$ cat config.mk
export PLATFORM = sky130hd
export DESIGN_NAME = btq_queue
export DESIGN_NICKNAME = d
export VERILOG_FILES = /design/src/design/btq_pkg.sv /design/src/design/btq_queue.sv
export SDC_FILE = /design/constraint.sdc
export NUM_CORES = 1
export LEC_CHECK = 0
export BUFFER_PORTS_ARGS = -buffer_cell sky130_fd_sc_hd__buf_2
export CORE_AREA = 10 10 215 176
export CTS_CLUSTER_DIAMETER = 120
export CTS_CLUSTER_SIZE = 14
export DETAILED_ROUTE_END_ITERATION = 6
export DIE_AREA = 0 0 225 186
export MAX_ROUTING_LAYER = met4
export PLACE_DENSITY = 0.83
export SLEW_MARGIN = 5
export SYNTH_ARGS = -nofsm -noshare
export SYNTH_HDL_FRONTEND = slang
export SYNTH_SLANG_ARGS = --single-unit
export TNS_END_PERCENT = 30
$ cat constraint.sdc
create_clock -name clk -period 10.7 [get_ports clk]
set_clock_uncertainty 0.2 [all_clocks]
set_input_delay 3.21 -clock clk [delete_from_list [all_inputs] [get_ports clk]]
set_output_delay 3.21 -clock clk [all_outputs]
set_load 0.1 [all_outputs]
$ cat src/design/btq_pkg.sv
// ----------------------------------------------------------------------------
// btq_pkg
// Types, constants and lookup tables for the box-to-quad vertex expander.
// ----------------------------------------------------------------------------
`default_nettype none

package btq_pkg;

	localparam int FACE_VERTS  = 6 * 4;
	localparam int CNT_W       = $clog2(FACE_VERTS);
	localparam int TEX_W       = 11;
	localparam int NUM_U       = 6;
	localparam int NUM_V       = 3;
	localparam int QUEUE_DEPTH = 2;
	localparam int QPTR_W      = (QUEUE_DEPTH > 1) ? $clog2(QUEUE_DEPTH) : 1;
	localparam int QCNT_W      = $clog2(QUEUE_DEPTH + 1);

	localparam logic MODE_PLAIN = 1'b0;
	localparam logic MODE_ROT   = 1'b1;

	// Texture column taps: origin plus sums of side (S) and body (B) widths
	localparam logic [2:0] U_ORG  = 3'd0;
	localparam logic [2:0] U_S    = 3'd1;
	localparam logic [2:0] U_SB   = 3'd2;
	localparam logic [2:0] U_SSB  = 3'd3;
	localparam logic [2:0] U_SBB  = 3'd4;
	localparam logic [2:0] U_SSBB = 3'd5;
	// Texture row taps: origin, plus side, plus side and body height
	localparam logic [1:0] V_ORG  = 2'd0;
	localparam logic [1:0] V_S    = 2'd1;
	localparam logic [1:0] V_SH   = 2'd2;

	// Bit positions of the corner select (1 picks the hi corner)
	localparam int SEL_X = 2;
	localparam int SEL_Y = 1;
	localparam int SEL_Z = 0;

	typedef logic [TEX_W-1:0] tex_t;

	typedef enum logic [2:0] {
		FACE_TOP,
		FACE_BOTTOM,
		FACE_FRONT,
		FACE_BACK,
		FACE_LEFT,
		FACE_RIGHT
	} face_t;

	typedef struct packed {
		logic              mode;
		logic [9:0]        tex_x;
		logic [9:0]        tex_y;
		logic [7:0]        sides_w;
		logic [7:0]        body_w;
		logic [7:0]        body_h;
		logic signed [15:0] lo_x;
		logic signed [15:0] lo_y;
		logic signed [15:0] lo_z;
		logic signed [15:0] hi_x;
		logic signed [15:0] hi_y;
		logic signed [15:0] hi_z;
	} box_t;

	typedef struct packed {
		logic [15:0]        vertex_index;
		logic signed [15:0] pos_x;
		logic signed [15:0] pos_y;
		logic signed [15:0] pos_z;
		logic [10:0]        tex_u;
		logic [10:0]        tex_v;
		logic               last;
	} vtx_t;

	// One classified box waiting for the sequencer
	typedef struct packed {
		logic               mode;
		tex_t [NUM_U-1:0]   u;
		tex_t [NUM_V-1:0]   v;
		logic signed [15:0] lo_x;
		logic signed [15:0] lo_y;
		logic signed [15:0] lo_z;
		logic signed [15:0] hi_x;
		logic signed [15:0] hi_y;
		logic signed [15:0] hi_z;
	} job_t;

	typedef struct packed {
		logic [2:0] u_lo;
		logic [2:0] u_hi;
		logic [1:0] v_lo;
		logic [1:0] v_hi;
	} face_tex_t;

	// Corner select per vertex, {x, y, z}; left/right Y-Z swap of the
	// rotated layout is folded into its table.
	localparam logic [2:0] SEL_PLAIN [FACE_VERTS] = '{
		3'b110, 3'b111, 3'b011, 3'b010,
		3'b100, 3'b101, 3'b001, 3'b000,
		3'b100, 3'b110, 3'b010, 3'b000,
		3'b001, 3'b011, 3'b111, 3'b101,
		3'b101, 3'b111, 3'b110, 3'b100,
		3'b000, 3'b010, 3'b011, 3'b001
	};

	localparam logic [2:0] SEL_ROT [FACE_VERTS] = '{
		3'b011, 3'b010, 3'b110, 3'b111,
		3'b101, 3'b100, 3'b000, 3'b001,
		3'b100, 3'b110, 3'b010, 3'b000,
		3'b011, 3'b001, 3'b101, 3'b111,
		3'b111, 3'b110, 3'b100, 3'b101,
		3'b001, 3'b000, 3'b010, 3'b011
	};

	function automatic face_tex_t face_tex(input logic mode, input face_t face);
		face_tex_t ft;
		case (face)
			FACE_TOP:    ft = (mode == MODE_ROT) ? face_tex_t'{U_SSB, U_SSBB, V_S, V_SH}
			                                     : face_tex_t'{U_S, U_SB, V_ORG, V_S};
			FACE_BOTTOM: ft = (mode == MODE_ROT) ? face_tex_t'{U_S, U_SB, V_S, V_SH}
			                                     : face_tex_t'{U_SB, U_SBB, V_ORG, V_S};
			FACE_FRONT:  ft = (mode == MODE_ROT) ? face_tex_t'{U_S, U_SB, V_ORG, V_S}
			                                     : face_tex_t'{U_S, U_SB, V_S, V_SH};
			FACE_BACK:   ft = (mode == MODE_ROT) ? face_tex_t'{U_SB, U_SBB, V_ORG, V_S}
			                                     : face_tex_t'{U_SSB, U_SSBB, V_S, V_SH};
			FACE_LEFT:   ft = face_tex_t'{U_ORG, U_S, V_S, V_SH};
			FACE_RIGHT:  ft = face_tex_t'{U_SB, U_SSB, V_S, V_SH};
			default:     ft = '0;
		endcase
		return ft;
	endfunction

endpackage

`default_nettype wire

$ cat src/design/btq_queue.sv
// ----------------------------------------------------------------------------
// btq_queue
// Short FIFO of classified boxes between front and back.
// ----------------------------------------------------------------------------
`default_nettype none

module btq_queue import btq_pkg::*; (
	input  logic clk,
	input  logic arst_n,
	input  logic push,
	input  job_t push_data,
	output logic full,
	input  logic pop,
	output logic nonempty,
	output job_t head
);

	job_t              mem_q [QUEUE_DEPTH];
	logic [QPTR_W-1:0] wr_ptr_q;
	logic [QPTR_W-1:0] rd_ptr_q;
	logic [QCNT_W-1:0] count_q;

	function automatic logic [QPTR_W-1:0] ptr_next(input logic [QPTR_W-1:0] p);
		return (p == QPTR_W'(QUEUE_DEPTH - 1)) ? '0 : p + 1'b1;
	endfunction

	assign full     = (count_q == QCNT_W'(QUEUE_DEPTH));
	assign nonempty = (count_q != '0);
	assign head     = mem_q[rd_ptr_q];

	always_ff @(posedge clk or negedge arst_n) begin
		if (!arst_n) begin
			wr_ptr_q <= '0;
			rd_ptr_q <= '0;
			count_q  <= '0;
		end else begin
			if (push)
				wr_ptr_q <= ptr_next(wr_ptr_q);
			if (pop)
				rd_ptr_q <= ptr_next(rd_ptr_q);
			if (push && !pop)
				count_q <= count_q + 1'b1;
			else if (pop && !push)
				count_q <= count_q - 1'b1;
		end
	end

	always_ff @(posedge clk) begin
		if (push)
			mem_q[wr_ptr_q] <= push_data;
	end

endmodule

`default_nettype wire

==> flow_summary_export.csv, run 1 <==
group,metric,value,unit
status,outcome,"completed",
setup_path,cp.required,7290,ps
route,drt_iter0_markers,494,
clock_network,cts_resized,0,
hold_path,hold_path.startpoint,"count_q[1]",
sta,post-route-period-util,59.1,%
synthesis,synth.distinct_cells,14,
hold_path,holdPathStages,1,
final_layout,fin_util,54.6,%
final_layout,drive_above_1_share,61.1,%
setup_path,critPathMaxFanout,115,
grt,grt_pass1_vias,7883,
place,io_buffers,397,
sta,fmax,158,MHz
synthesis,netlist_area,14900,sq um
clock_network,cts_made_buffers,34,
clock_network,ctsHoldBuffers,0,
die,die_w,225,microns
setup_path,reg2reg_depth,3,
sta,maxSlewViolCount,0,
setup_path,start_kind,"flop",
final_layout,syn_to_final_growth,22.7,%
sta,holdWs,306,ps
grt,grt_max_degree,116,
route,vias,7343,
clock_network,clockBufferDepth,3,
clock_network,cts_root_buffer,"clkbuf_16",
clock_network,cts_tree,"built",
synthesis,yosysSeqAreaShare,79.9,%
route,final_antenna_net_count,0,
setup_path,reg2reg_to,"mem_q[0][112]",
final_layout,final_cell_mix,"397 x buf_2, 392 x edfxtp_1, 130 x mux2_4",
final_layout,ff_latch_area,11900,sq um
place,pre_cts_ws,4830,ps
grt,grt_remaining_overflow,0,
sta,hold_viol,0,
job,cap_violations,0,
grt,antenna_found_initial,10,
sta,period_needed,6320,ps
sta,worst_pin_slew,1100,ps
setup_path,r2r-start,"wr_ptr_q",
sta,rsz0062_at_grt,"false",
synthesis,yosysWarnings,0,
clock_network,cts.clk_slew.worst_paths,60,ps
clock_network,htree_levels,2,
setup_path,worst_ep_arrival_time,2910,ps
synthesis,syn_inst,626,
final_layout,nets,1245,
clock_network,cts.sinks,396,
die,die_h,186,microns
setup_path,worst_setup_path_end_kind,"output pin",
grt,grt_pass1_wl,46900,microns
route,first_pass_iters,5,
die,io-pin-count,398,
route,viasPerCell,4.91,
hold_path,min_to,"count_q[1]",
clock_network,insertion_delay,500,ps
setup_path,rrSetupSlack,7830,ps
synthesis,avgSynthCellArea,23.7,sq um
route,drt_wl_total,32700,microns
route,route.detailed.drc,0,
setup_path,startpoint,"rd_ptr_q",
grt,track_usage,15.2,%
synthesis,synth_nets,827,
die,fp-row-count,60,
sta,setup_ws,4380,ps
final_layout,fillCellCount,2524,
place,hpwl,23100,microns
hold_path,hp-class,"flop to flop",
place,gp_congestion,0.774,
sta,timing.slew.headroom,26.9,%
die,coreArea,33400,sq um
final_layout,multi_input_area,2790,sq um
synthesis,synth_seq_cells,396,
clock_network,cts_setup_buffers,0,
die,start_util,44.5,%
die,fp.dieArea,41900,sq um
sta,setup_violations,0,
sta,setup_tns,0,ps
route,post_drt_wl_per_cell,21.9,microns
final_layout,final_common_cell,"buf_2",
setup_path,path_class,"flop to output pin",
synthesized netlist by cell type:
library cell / n / share of area, %
mux2_2: 66 / 5.0
buf_6: 16 / 1.2
xnor2_1: 1 / 0.059
buf_2: 6 / 0.20
nor2b_1: 2 / 0.084
xor2_1: 4 / 0.24
nor2_1: 1 / 0.025
edfxtp_1: 392 / 79
ha_1: 1 / 0.084
mux2_4: 130 / 13
inv_1: 1 / 0.025
dfrtp_1: 4 / 0.67
or2_2: 1 / 0.042
and2_1: 1 / 0.042
how the worst max path moves through the flow:
stage | to | slack [ps] | cells after the start
final | head[53] | 4380 | 3
after global routing | head[53] | 4300 | 3
after CTS | head[89] | 4410 | 3
after detailed placement | mem_q[0][47] | 4830 | 4
after global placement | mem_q[0][75] | 4900 | 4
after floorplan | mem_q[0][0] | 1750 | 1
layer usage:
metal | vias to the layer above | wire [microns] | global-route usage, %
met5 | - | 0 | -
li1 | 3329 | - | -
met3 | 53 | 2850 | 5.13
met1 | 3644 | 12800 | 17.4
met2 | 317 | 16300 | 25.0
met4 | 0 | 745 | 4.62
state kept, by name, indices dropped and copies added (netlist names):
signal / flops
mem_q: 392
count_q: 2
rd_ptr_q: 1
wr_ptr_q: 1
layout make-up:
class | count | area share [%]
diodes | 9 | 0.123
clock buffers | 42 | 5.18
clock inverters | 1 | 0.0617
inverters | 1 | 0.0206
multi-input cells | 207 | 15.3
flip-flops and latches | 396 | 65.1
well taps | 434 | 2.98
repair buffers | 404 | 11.2
metrics by stage:
| stage | std cells | cell area [sq um] |
|---|---|---|
| 2_1_floorplan | 626 | 14900 |
| 3_3_place_gp | 1442 | 17300 |
| 3_5_place_dp | 1442 | 17300 |
| 4_1_cts | 1485 | 18200 |
| 5_1_grt | 1493 | 18200 |
| 6_report | 1494 | 18200 |
cell families after synthesis:
group | after synthesis | synth area share (%)
fa+ha+maj | 1 | 0.0842
buf+inv | 23 | 1.44
mux | 196 | 18.1
xor+xnor | 5 | 0.295
flops | 396 | 79.9
simple gates | 5 | 0.194
critical path, stage by stage, from the launching register on:
cell and delay [ps]:
dfrtp_4 800, buf_12 520, mux2_4 310, buf_2 430
Power of run 1 is not shown: default switching activity piles up to over one toggle a cycle in this logic, so the estimate is an artifact.
==> run 2: changes to the inputs <==
Clock period 10.7 ns to 5.4 ns, I/O delays scaled along.
==> flow_summary_export.csv, run 2 (same netlist as run 1, synthesis figures left out) <==
group,metric,value,unit
setup_path,start_kind,"flop",
route,viasPerCell,4.92,
setup_path,path_class,"flop to output pin",
die,io-pin-count,398,
sta,setup_violations,0,
status,outcome,"completed",
grt,antenna_found_initial,8,
route,drt_wl_total,34200,microns
setup_path,worst_setup_path_end_kind,"output pin",
grt,grt_remaining_overflow,0,
final_layout,final_cell_mix,"397 x buf_2, 392 x edfxtp_1, 130 x mux2_4",
grt,grt_max_degree,64,
sta,period_needed,4300,ps
place,post_dp_cell_area,17400,sq um
final_layout,largest-register,"mem_q",
place,hpwl,24400,microns
clock_network,cts_made_buffers,34,
die,die_w,225,microns
final_layout,final_area,18400,sq um
setup_path,worst_ep_arrival_time,2480,ps
sta,maxSlewViolCount,0,
setup_path,cp.required,3580,ps
hold_path,hp-class,"flop to flop",
die,die_h,186,microns
sta,post-route-period-util,79.6,%
sta,rsz0062_at_grt,"false",
sta,worst_pin_slew,889,ps
setup_path,crit_buf_inv,2,
clock_network,cts_tree,"built",
clock_network,cts.sinks,396,
job,cap_violations,0,
setup_path,critPathSlowestCell,"dfrtp_4",
final_layout,syn_to_final_growth,23.8,%
final_layout,largest_reg_flops,392,
sta,hold_viol,0,
place,io_buffers,397,
clock_network,insertion_delay,520,ps
sta,timing.slew.headroom,40.7,%
final_layout,layout.cells.non_filler,1506,
clock_network,ctsHoldBuffers,0,
final_layout,nets,1258,
grt,grt_pass1_vias,8070,
setup_path,critPathMaxFanout,54,
place,dpl.cell_count,1455,
route,route.detailed.drc,0,
die,coreArea,33400,sq um
die,fp-row-count,60,
grt,grt_pass1_wl,49400,microns
route,final_antenna_net_count,0,
setup_path,path_delay_family,"flip-flops",
route,vias,7403,
final_layout,drive_above_1_share,61.5,%
route,first_pass_iters,4,
setup_path,worstPathCellList,"buf_12 -> mux2_4 -> buf_2",
die,start_util,44.5,%
final_layout,reg_top3,"mem_q: 392 flops, count_q: 2 flops",
route,drt_iter0_markers,630,
clock_network,cts_setup_buffers,0,
grt,track_usage,16.2,%
clock_network,cts.clk_slew.worst_paths,70,ps
die,fp.dieArea,41900,sq um
place,gp_congestion,0.812,
clock_network,cts_resized,0,
clock_network,cts_root_buffer,"clkbuf_16",
clock_network,clockBufferDepth,3,
sta,fmax,233,MHz
clock_network,htree_levels,2,
sta,setup_tns,0,ps
setup_path,slowest_delay,810,ps
final_layout,fillCellCount,2518,
final_layout,final_common_cell,"buf_2",
route,post_drt_wl_per_cell,22.7,microns
run 2: final timing paths:
kind	depth (start not counted)	end	slack (ps)	startpoint
setup / recovery	3	head[134]	1100	rd_ptr_q
hold / removal	1	count_q[1]	290	count_q[1]
setup reg to reg	2	mem_q[1][47]	3180	wr_ptr_q
hold reg to reg	1	count_q[1]	290	count_q[1]
max in group asynchronous	1	rd_ptr_q	4160	arst_n
min in group asynchronous	1	rd_ptr_q	700	arst_n
run 2: area by class of cell:
type	count	area [sq um]	area share (%)
flip-flops and latches	396	11900	64.5
multi-input cells	207	2790	15.2
repair buffers	417	2210	12.0
clock buffers	43	948	5.15
well taps	434	543	2.95
diodes	7	17.5	0.0952
clock inverters	1	11.3	0.0612
inverters	1	3.75	0.0204
run 2: routing by layer:
layer / up-vias / global-route usage [%] / wire length (microns)
li1: 3350 / - / -
met1: 3682 / 18.3 / 13200
met2: 318 / 26.9 / 17300
met3: 53 / 5.16 / 2990
met4: 0 / 5.43 / 626
met5: - / - / 0
run 2: worst reg2reg max path, cell delays in order (launching register included):
cell	delay [ps]
dfrtp_1	430
and2_4	760
buf_12	440
run 2: through the flow:
stage	worst slack [ps]	hold WS (ps)	utilization (%)
floorplan	-1420	247	-
global placement	1620	264	52.2
CTS	1020	288	55.0
detailed placement	1590	270	52.2
global route	969	306	55.1
finish	1100	287	55.1
Power of run 2 is left out for the same reason.
==> run 3: changes to the inputs <==
Clock period 5.4 ns to 3.7 ns, I/O delays scaled along.
==> flow_summary_export.csv, run 3 (same netlist as run 1, synthesis figures left out) <==
group,metric,value,unit
final_layout,largest-register,"mem_q",
final_layout,final_common_cell,"edfxtp_1",
clock_network,insertion_delay,510,ps
clock_network,cts.clk_slew.worst_paths,60,ps
setup_path,cp_common_cell,"buf_12",
sta,setup_violations,0,
sta,rsz0062_at_grt,"false",
route,drt_wl_total,33900,microns
final_layout,reg_top3,"mem_q: 392 flops, count_q: 2 flops",
grt,track_usage,16.1,%
status,outcome,"completed",
sta,period_needed,3520,ps
grt,grt_remaining_overflow,0,
route,final_antenna_net_count,0,
grt,grt_pass1_vias,8005,
sta,fmax,284,MHz
sta,timing.slew.headroom,57.6,%
place,hpwl,25000,microns
place,gp_congestion,0.766,
die,fp-row-count,60,
clock_network,cts_root_buffer,"clkbuf_16",
setup_path,critPathMaxFanout,30,
setup_path,cp.required,2390,ps
clock_network,cts.sinks,396,
route,drt_iter0_markers,602,
route,viasPerCell,4.93,
grt,grt_pass1_wl,49300,microns
place,io_buffers,397,
final_layout,final_cell_mix,"392 x edfxtp_1, 367 x buf_2, 130 x mux2_4",
final_layout,syn_to_final_growth,27.8,%
route,vias,7439,
route,first_pass_iters,5,
clock_network,cts_setup_buffers,0,
grt,grt_max_degree,101,
hold_path,hp-class,"input port to asynchronous set/reset pin",
clock_network,htree_levels,2,
setup_path,path_class,"flop to output pin",
sta,worst_pin_slew,636,ps
clock_network,cts_resized,0,
sta,maxSlewViolCount,0,
route,route.detailed.drc,0,
die,start_util,44.5,%
setup_path,worstPathCellList,"buf_12 -> buf_12 -> mux2_4 -> buf_2",
clock_network,clockBufferDepth,3,
setup_path,critPathSlowestCell,"dfrtp_4",
final_layout,fin_util,56.9,%
final_layout,largest_reg_flops,392,
job,cap_violations,0,
die,die_h,186,microns
sta,holdWs,189,ps
grt,antenna_found_initial,6,
die,fp.dieArea,41900,sq um
setup_path,path_delay_family,"buffers and inverters",
sta,post-route-period-util,95.1,%
final_layout,drive_above_1_share,61.7,%
setup_path,worst_setup_path_end_kind,"output pin",
final_layout,nets,1264,
clock_network,ctsHoldBuffers,0,
setup_path,worst_ep_arrival_time,2210,ps
sta,hold_viol,0,
die,coreArea,33400,sq um
setup_path,start_kind,"flop",
die,die_w,225,microns
setup_path,slowest_delay,530,ps
clock_network,cts_made_buffers,34,
setup_path,crit_buf_inv,3,
die,io-pin-count,398,
clock_network,cts_tree,"built",
route,post_drt_wl_per_cell,22.5,microns
run 3: worst paths after layout:
kind                                 start            to  slack (ps)  cells past startpoint
worst min-delay path                arst_n    count_q[1]         190                      1
min in group clk                count_q[1]    count_q[1]         320                      1
worst max register to register    wr_ptr_q  mem_q[1][68]        1860                      2
max in group asynchronous           arst_n      rd_ptr_q        2980                      1
worst max-delay path              rd_ptr_q     head[159]         180                      4
worst min register to register  count_q[1]    count_q[1]         320                      1
run 3: layer usage:
metal  vias up  GRT usage, %  part of all wire (%)
met5         -             -                     0
met2       342          27.0                    50
met4         0          4.05                   1.4
li1       3359             -                     -
met1      3699          18.3                    40
met3        39          5.41                   8.6
run 3: worst register-to-register path, stage by stage (launching register included):
cell and delay (ps):
dfrtp_1 420, and2_4 590, buf_12 300
run 3: cell type report:
cell class | instances | area [sq um]
well taps | 434 | 543
flip-flops and latches | 396 | 11900
diodes | 5 | 12.5
multi-input cells | 207 | 2790
clock buffers | 43 | 948
fillers | 2425 | 14400
repair buffers | 423 | 2810
clock inverters | 1 | 11.3
inverters | 1 | 3.75
run 3: per-stage QoR:
step           instances  TNS, ps  setup WS [ps]  area (sq um)
2_1_floorplan        626  -284690           -980         14900
3_3_place_gp        1461        0            748         18000
3_5_place_dp        1461        0            716         18000
4_1_cts             1505        0            148         19000
5_1_grt             1509        0            112         19000
6_report            1510        0            182         19000
Power of run 3 is left out for the same reason.
